**src/ildr_pkg.sv**
```systemverilog
// Package for the indexed line doubler: geometry constants, command codes,
// queue entry types and the RGB565 packing function. No dependencies.
`default_nettype none

package ildr_pkg;

  // Source frame geometry and line layout
  localparam int SRC_WIDTH    = 256;
  localparam int SRC_HEIGHT   = 240;
  localparam int BORDER_WORDS = 32;
  localparam int SEG_WORDS    = 32;
  localparam int SEG_COUNT    = 16;
  localparam int LINE_LIMIT   = 480;
  localparam int STORE_DEPTH  = SRC_WIDTH * SRC_HEIGHT;
  localparam int PAL_DEPTH    = 256;

  // Derived widths
  localparam int FA_W    = $clog2(STORE_DEPTH);
  localparam int COL_W   = $clog2(SRC_WIDTH);
  localparam int K_W     = $clog2(SEG_WORDS);
  localparam int SEG_W   = $clog2(SEG_COUNT);
  localparam int WI_W    = K_W + SEG_W;
  localparam int PA_W    = $clog2(PAL_DEPTH);
  localparam int COLOR_W = 16;
  localparam int LINE_W  = 10;
  localparam int ROW_W   = LINE_W - 1;

  // Command queue depth between front and back
  localparam int QUEUE_DEPTH = 4;
  localparam int QPTR_W      = $clog2(QUEUE_DEPTH);
  localparam int QCNT_W      = $clog2(QUEUE_DEPTH + 1);

  // Command codes on the input port
  localparam logic [1:0] CMD_PAL_WRITE = 2'd0;
  localparam logic [1:0] CMD_PIX_WRITE = 2'd1;
  localparam logic [1:0] CMD_RENDER    = 2'd2;

  // Classified operation carried through the queue
  typedef enum logic [1:0] {
    OP_PAL,
    OP_PIX,
    OP_RENDER
  } op_t;

  // One queue entry: address is the palette index, frame address or row base;
  // data is the packed color, pixel index or segment number
  typedef struct packed {
    op_t                op;
    logic [FA_W-1:0]    addr;
    logic [COLOR_W-1:0] data;
  } q_entry_t;

  // Front-to-queue push request
  typedef struct packed {
    logic     push;
    q_entry_t entry;
  } fe_push_t;

  // Back-end sequencer states
  typedef enum logic [1:0] {
    BK_IDLE,
    BK_RENDER,
    BK_DRAIN
  } bk_state_t;

  // Pack 8-bit red, green, blue into RGB565
  function automatic logic [COLOR_W-1:0] pack_rgb565(input logic [7:0] r,
                                                      input logic [7:0] g,
                                                      input logic [7:0] b);
    return {r[7:3], g[7:2], b[7:3]};
  endfunction

endpackage

`default_nettype wire

```
**src/ildr_queue.sv**
```systemverilog
// Short command queue between front and back end.
// Depends on ildr_pkg.
`default_nettype none

module ildr_queue
  import ildr_pkg::*;
(
  input  wire logic  clk,
  input  wire logic  rst,
  input  fe_push_t   fe,
  input  wire logic  pop,
  output q_entry_t   head,
  output logic       empty,
  output logic       full
);

  q_entry_t          slots [QUEUE_DEPTH];
  logic [QPTR_W-1:0] wr_ptr;
  logic [QPTR_W-1:0] rd_ptr;
  logic [QCNT_W-1:0] count;
  logic              do_push;
  logic              do_pop;

  assign empty   = (count == '0);
  assign full    = (count == QCNT_W'(QUEUE_DEPTH));
  assign do_push = fe.push && !full;
  assign do_pop  = pop && !empty;
  assign head    = slots[rd_ptr];

  // Store pushed entries
  always_ff @(posedge clk) begin
    if (do_push) begin
      slots[wr_ptr] <= fe.entry;
    end
  end

  // Advance pointers and occupancy
  always_ff @(posedge clk) begin
    if (rst) begin
      wr_ptr <= '0;
      rd_ptr <= '0;
      count  <= '0;
    end else begin
      if (do_push) begin
        wr_ptr <= wr_ptr + 1'b1;
      end
      if (do_pop) begin
        rd_ptr <= rd_ptr + 1'b1;
      end
      if (do_push && !do_pop) begin
        count <= count + 1'b1;
      end else if (do_pop && !do_push) begin
        count <= count - 1'b1;
      end
    end
  end

endmodule

`default_nettype wire

```
**config.mk**
```make
export PLATFORM = sky130hd
export DESIGN_NAME = ildr_queue
export DESIGN_NICKNAME = d
export VERILOG_FILES = /design/src/ildr_pkg.sv /design/src/ildr_queue.sv
export SDC_FILE = /design/constraint.sdc
export NUM_CORES = 1
export LEC_CHECK = 0
export ABC_CLOCK_PERIOD_IN_PS = 2100
export BUFFER_PORTS_ARGS = -buffer_cell sky130_fd_sc_hd__buf_2
export CORE_ASPECT_RATIO = 0.5
export CORE_MARGIN = 4
export CORE_UTILIZATION = 40
export DETAILED_ROUTE_END_ITERATION = 8
export PLACE_DENSITY = 0.6
export SLEW_MARGIN = 0
export SYNTH_ARGS = -nofsm -noshare
export SYNTH_HDL_FRONTEND = slang
export SYNTH_SLANG_ARGS = --single-unit
```
**constraint.sdc**
```tcl
create_clock -name clk -period 2.1 [get_ports clk]
set_input_delay 0.315 -clock clk [delete_from_list [all_inputs] [get_ports clk]]
set_output_delay 0.315 -clock clk [all_outputs]
set_load 0.05 [all_outputs]
```
==> results of run 1 <==
## metal layers
layer | track usage, % | vias up
li1 | - | 1142
met1 | 17.5 | 1329
met2 | 20.6 | 41
met3 | 4.12 | 4
met4 | 4.32 | 0
met5 | 0 | -
## what timing repair did
item / CTS / global route
gates cloned: 0 / 1
gates resized for setup: 17 / 10
buffers inserted: 0 / 1
endpoints found under the setup margin: 20 / 35
pin swaps: 0 / 2
hold buffers: 0 / 0
## where the power goes
group | internal, uW | leakage [uW] | switching (uW) | total (uW)
clock | 1840 | 0.000270 | 1070 | 2910
sequential | 3490 | 0.00132 | 131 | 3620
combinational | 1080 | 0.000717 | 1930 | 3010
## final timing paths
path	start	to	slack [ns]	cells past startpoint
worst max-delay path	flip-flop	head[1]	0.07	3
worst min-delay path	fe[0]	slots[0][0]$_DFFE_PP_	0.13	1
worst max register to register	count[2]$_SDFFE_PP0P_	count[2]$_SDFFE_PP0P_	0.10	7
worst min register to register	wr_ptr[0]$_SDFFE_PP0P_	wr_ptr[0]$_SDFFE_PP0P_	0.54	2
## cell families (layout without fill, tap and decap cells)
kind of cell    count (synthesis)  after routing  share of synthesized area, %
simple gates                   16             16                          1.71
buf+inv                        13            124                          2.03
xor+xnor                        4              4                         0.647
compound gates                  6              6                         0.763
flops                         145            145                          78.8
fa+ha+maj                       6              6                          1.53
mux                            36             36                          14.5
## metrics by stage
step | std cells | instance area [um^2]
2_1_floorplan | 226 | 5420
3_3_place_gp | 474 | 6030
3_5_place_dp | 474 | 6030
4_1_cts | 505 | 6650
5_1_grt | 507 | 6710
6_report | 507 | 6710
## area by class of cell
class / count / area share, %
clock buffer: 19 / 6.45
clock inverter: 12 / 2.13
inverter: 4 / 0.224
multi-input combinational: 68 / 15.8
sequential: 145 / 63.7
tap: 170 / 3.17
timing repair buffer: 89 / 8.58
## synthesized netlist by cell type, drive strengths merged
master	number	share of area, %
fa	1	0.37
mux4	34	14
o31ai	1	0.23
mux2i	2	0.37
ha	5	1.2
nor2	6	0.46
o311ai	1	0.16
a21oi	2	0.18
dfxtp	9	3.3
or3	2	0.23
nand2b	2	0.23
inv	4	0.28
o21ai	2	0.18
and2	4	0.46
xor2	4	0.65
nor3b	1	0.23
edfxtp	136	75
nor3	1	0.092
clkbuf	2	0.16
buf	7	1.6
## sequential cells by signal, indices dropped and copies added (netlist names), named ones only
signal,flops
rd_ptr,2
wr_ptr,2
slots,136
count,3
==> flow_summary_export.csv, run 1 <==
group,metric,value,unit
synthesis,syn-cell-area,0.00541,mm^2
synthesis,synth_cell_types,24,
detailed_routing,vias_per_cell,4.96,
grt,grt_start_max_net_pins,23,
die,rows,29,
critical_path,crit_fanout,11,
final_layout,fill_cells,1016,
detailed_routing,first_pass_iters,4,
die,coreArea,0.0130,mm^2
detailed_routing,routed.top_layer,"met4",
final_layout,areaGrowthSynthToFinish,24.0,%
detailed_routing,routedWlPerCell,19.5,um
clock_tree,root_buffer,"clkbuf_16",
synthesis,yosysSeqAreaShare,78.8,%
job,cap_violations,0,
timing,setup_ws,0.0711,ns
timing,setup_tns,0,ns
timing,finalSetupViolations,0,
critical_path,cp.arrival,1.71,ns
synthesis,post_synth.cell_area_avg,23.9,um^2
hold_path,min_path_type,"in2reg",
grt,grt_usage,13.1,%
clock_tree,clock-sinks,145,
final_layout,diodes,0,
pwr,vdd_ir_drop_max,0.674,mV
detailed_routing,drtAntennaViolNets,0,
critical_path,cpLargestDelayFamily,"multiplexers",
timing,maxClockFrequency,0.493,GHz
timing,relSlewSlack,74.7,%
die,die_h,90.2,um
grt,grt_pass1_wl,15400,um
timing,fin_crit,2.03,ns
synthesis,synth_nets,270,
grt,antenna_found_initial,0,
critical_path,cp_slowest_cell,"mux4_2",
grt,grt_overflow,0,
detailed_routing,drt-initial-drc-count,138,
final_layout,regArea,0.00427,mm^2
timing,clock_skew,0.00609,ns
detailed_routing,m1WireLength,4400,um
critical_path,crit_buf_inv,2,
place,pre_cts_ws,-0.0481,ns
outcome,outcome,"completed",
timing,grt_setup_unrepaired,"yes",
critical_path,end_kind,"output pin",
synthesis,ys_seq_elements,145,
final_layout,multi_input_area,0.00106,mm^2
die,start_util,41.8,%
final_layout,fin_nets,369,
critical_path,startpoint_type,"flip-flop",
grt,grt_pass1_vias,2840,
detailed_routing,dr_total_vias,2516,
synthesis,yosysWarnings,0,
pwr,p_total,9550,uW
detailed_routing,wirelength,9860,um
critical_path,path_cells,"clkbuf_16 > mux4_2 > buf_2",
detailed_routing,wl_met2,5010,um
timing,hold_viol,0,
synthesis,syn_inst,226,
die,die_area,0.0156,mm^2
critical_path,worst-setup-path-type,"reg2out",
detailed_routing,met3_wirelength,395,um
timing,finalCritPeriodShare,96.6,%
place,gp_congestion,0.682,
final_layout,fin_util,51.8,%
timing,slew_viol_final,0,
final_layout,layout-drive-gt1-share,48.4,%
critical_path,slowest_delay,0.50,ns
critical_path,required,1.78,ns
detailed_routing,drc,0,
pwr,leakage,0.00231,uW
die,die-width,172,um
final_layout,final_common_cell,"edfxtp_1",
die,io-pin-count,74,
clock_tree,ctsHtreeMaxLevel,4,
timing,whs,0.129,ns
clock_tree,insertion_delay,0.40,ns
final_layout,final_cell_mix,"edfxtp_1, buf_2, mux4_2, buf_4, clkbuf_16",
pwr,power.density,1420,mW/mm^2
clock_tree,cts_buffers,17,
place,dp_hpwl,6330,um
timing,worst_pin_slew,0.380,ns
place,port_buffers,73,
clock_tree,clockBufferDepth,2,
clock_tree,clk_pin_slew,0.06,ns
clock_tree,cts_tree,"yes",
Note: power is estimated with default switching activity, not from simulation.
==> run 2: changes to the inputs <==
BUFFER_PORTS_ARGS = -buffer_cell sky130_fd_sc_hd__buf_4   (was -buffer_cell sky130_fd_sc_hd__buf_2)
CORE_ASPECT_RATIO = default   (was 0.5)
==> run 2 against run 1 <==
Die area fell by 0.73%. Register-to-register slack better by 0.02 ns. Global-route usage increased by 0.17 points. Clock power grew 2%. Count of clock-buffer cells in the layout shrank 2. Sequential share of layout area shrank 2.7 points. Design area is 4.4% higher. Cell count up 0.99%. Fmax shrank 0.65%. Power rose by 3.6%. Setup slack worse by 0.013 ns.
==> flow_summary_export.csv, run 2 (synthesis results as in run 1) <==
group,metric,value,unit
outcome,outcome,"completed",
final_layout,top_regs,"slots: 136 flops, count: 3 flops",
clock_tree,clockBufferDepth,2,
job,cap_violations,0,
detailed_routing,routed.top_layer,"met4",
timing,worst_pin_slew,0.294,ns
clock_tree,post_cts_buffers,0,
timing,maxClockFrequency,0.490,GHz
pwr,vdd_ir_drop_max,0.705,mV
final_layout,regArea,0.00428,mm^2
detailed_routing,drc,0,
timing,fin_crit,2.04,ns
pwr,leakage,0.00241,uW
timing,hold_viol,0,
detailed_routing,wirelength,9690,um
die,die_area,0.0155,mm^2
die,start_util,40.9,%
die,coreArea,0.0132,mm^2
grt,grt_overflow,0,
hold_path,min_from,"fe[12]",
timing,whs,0.104,ns
critical_path,worst-setup-path-type,"reg2out",
critical_path,r2r-start,"count[0]$_SDFFE_PP0P_",
final_layout,fill_cells,1086,
final_layout,areaGrowthSynthToFinish,29.5,%
die,die-width,124,um
timing,setup_ws,0.0579,ns
place,dp_hpwl,5930,um
grt,grt_usage,13.3,%
critical_path,cp.arrival,1.73,ns
final_layout,largest_reg_flops,136,
place,pre_cts_ws,0.0401,ns
timing,finalCritPeriodShare,97.2,%
clock_tree,clock-sinks,145,
die,io-pin-count,74,
final_layout,final_common_cell,"edfxtp_1",
detailed_routing,first_pass_iters,4,
detailed_routing,vias_per_cell,4.92,
detailed_routing,drt-initial-drc-count,157,
timing,slew_viol_final,0,
critical_path,end_kind,"output pin",
grt,grt_start_max_net_pins,24,
timing,relSlewSlack,80.1,%
critical_path,startpoint_type,"flip-flop",
final_layout,diodes,0,
detailed_routing,drtAntennaViolNets,0,
critical_path,required,1.78,ns
place,gp_congestion,0.694,
detailed_routing,wl_met2,5100,um
die,rows,42,
place,port_buffers,73,
grt,grt_pass1_wl,15400,um
detailed_routing,m1WireLength,4010,um
timing,finalSetupViolations,0,
clock_tree,clk_pin_slew,0.06,ns
clock_tree,ctsHtreeMaxLevel,4,
clock_tree,cts_buffers,17,
pwr,p_total,9890,uW
detailed_routing,met3_wirelength,428,um
detailed_routing,routedWlPerCell,18.9,um
clock_tree,cts_tree,"yes",
grt,antenna_found_initial,0,
final_layout,multi_input_area,0.00106,mm^2
clock_tree,root_buffer,"clkbuf_16",
final_layout,final_cell_mix,"edfxtp_1, buf_4, mux4_2, clkbuf_16, buf_6",
critical_path,crit_fanout,8,
detailed_routing,dr_total_vias,2520,
die,die_h,124,um
hold_path,min_path_type,"in2reg",
final_layout,layout-drive-gt1-share,49.4,%
final_layout,fin_nets,368,
pwr,power.density,1410,mW/mm^2
clock_tree,insertion_delay,0.41,ns
grt,grt_pass1_vias,2765,
final_layout,largest_register,"slots",
timing,clock_skew,0.00696,ns
place,placed_area,0.00630,mm^2
critical_path,rr_worst_depth,7,
hold_path,whs_path_depth,1,
final_layout,fin_area,0.00701,mm^2
clock_tree,holdBufCountCts,0,
run 2: repair_timing:
| action | in CTS | in global routing |
|---|---|---|
| setup endpoints to repair | 1 | 11 |
| pin swaps | 0 | 2 |
| cloned | 0 | 2 |
| resized for setup | 1 | 20 |
run 2: routing by layer:
layer | GRT usage, % | vias up
met3 | 4.72 | 17
met2 | 21.9 | 64
li1 | - | 1137
met4 | 5.61 | 0
met1 | 15.9 | 1302
met5 | 0 | -
run 2: per-stage QoR:
stage	util (%)	TNS [ns]	cells
after floorplan	-	-0.00803	226
after global placement	47.5	0	479
after detailed placement	47.5	0	479
after CTS	52.0	0	510
after global routing	52.9	-0.0116	512
final	52.9	0	512
run 2: final timing paths:
path / to / slack (ns)
worst max-delay path: head[13] / 0.06
worst min-delay path: slots[2][12]$_DFFE_PP_ / 0.10
worst max register to register: count[2]$_SDFFE_PP0P_ / 0.12
worst min register to register: wr_ptr[1]$_SDFFE_PP0P_ / 0.52
run 2: critical path, cell delays in order (launching register included):
cell and delay (ns):
dfxtp_4 0.42, clkbuf_16 0.19, mux4_2 0.50, buf_4 0.20
run 2: where the power goes:
part	internal, uW	switching (uW)	total [uW]
Combinational	1340	1930	3260
Clock	1860	1120	2970
Sequential	3490	164	3660
run 2: area by class of cell:
| class | count | area share [%] |
|---|---|---|
| Clock buffer | 17 | 6.07 |
| Timing Repair Buffer | 88 | 12.1 |
| Multi-Input combinational cell | 68 | 15.1 |
| Tap cell | 176 | 3.14 |
| Clock inverter | 14 | 2.34 |
| Sequential cell | 145 | 61.0 |
| Inverter | 4 | 0.214 |
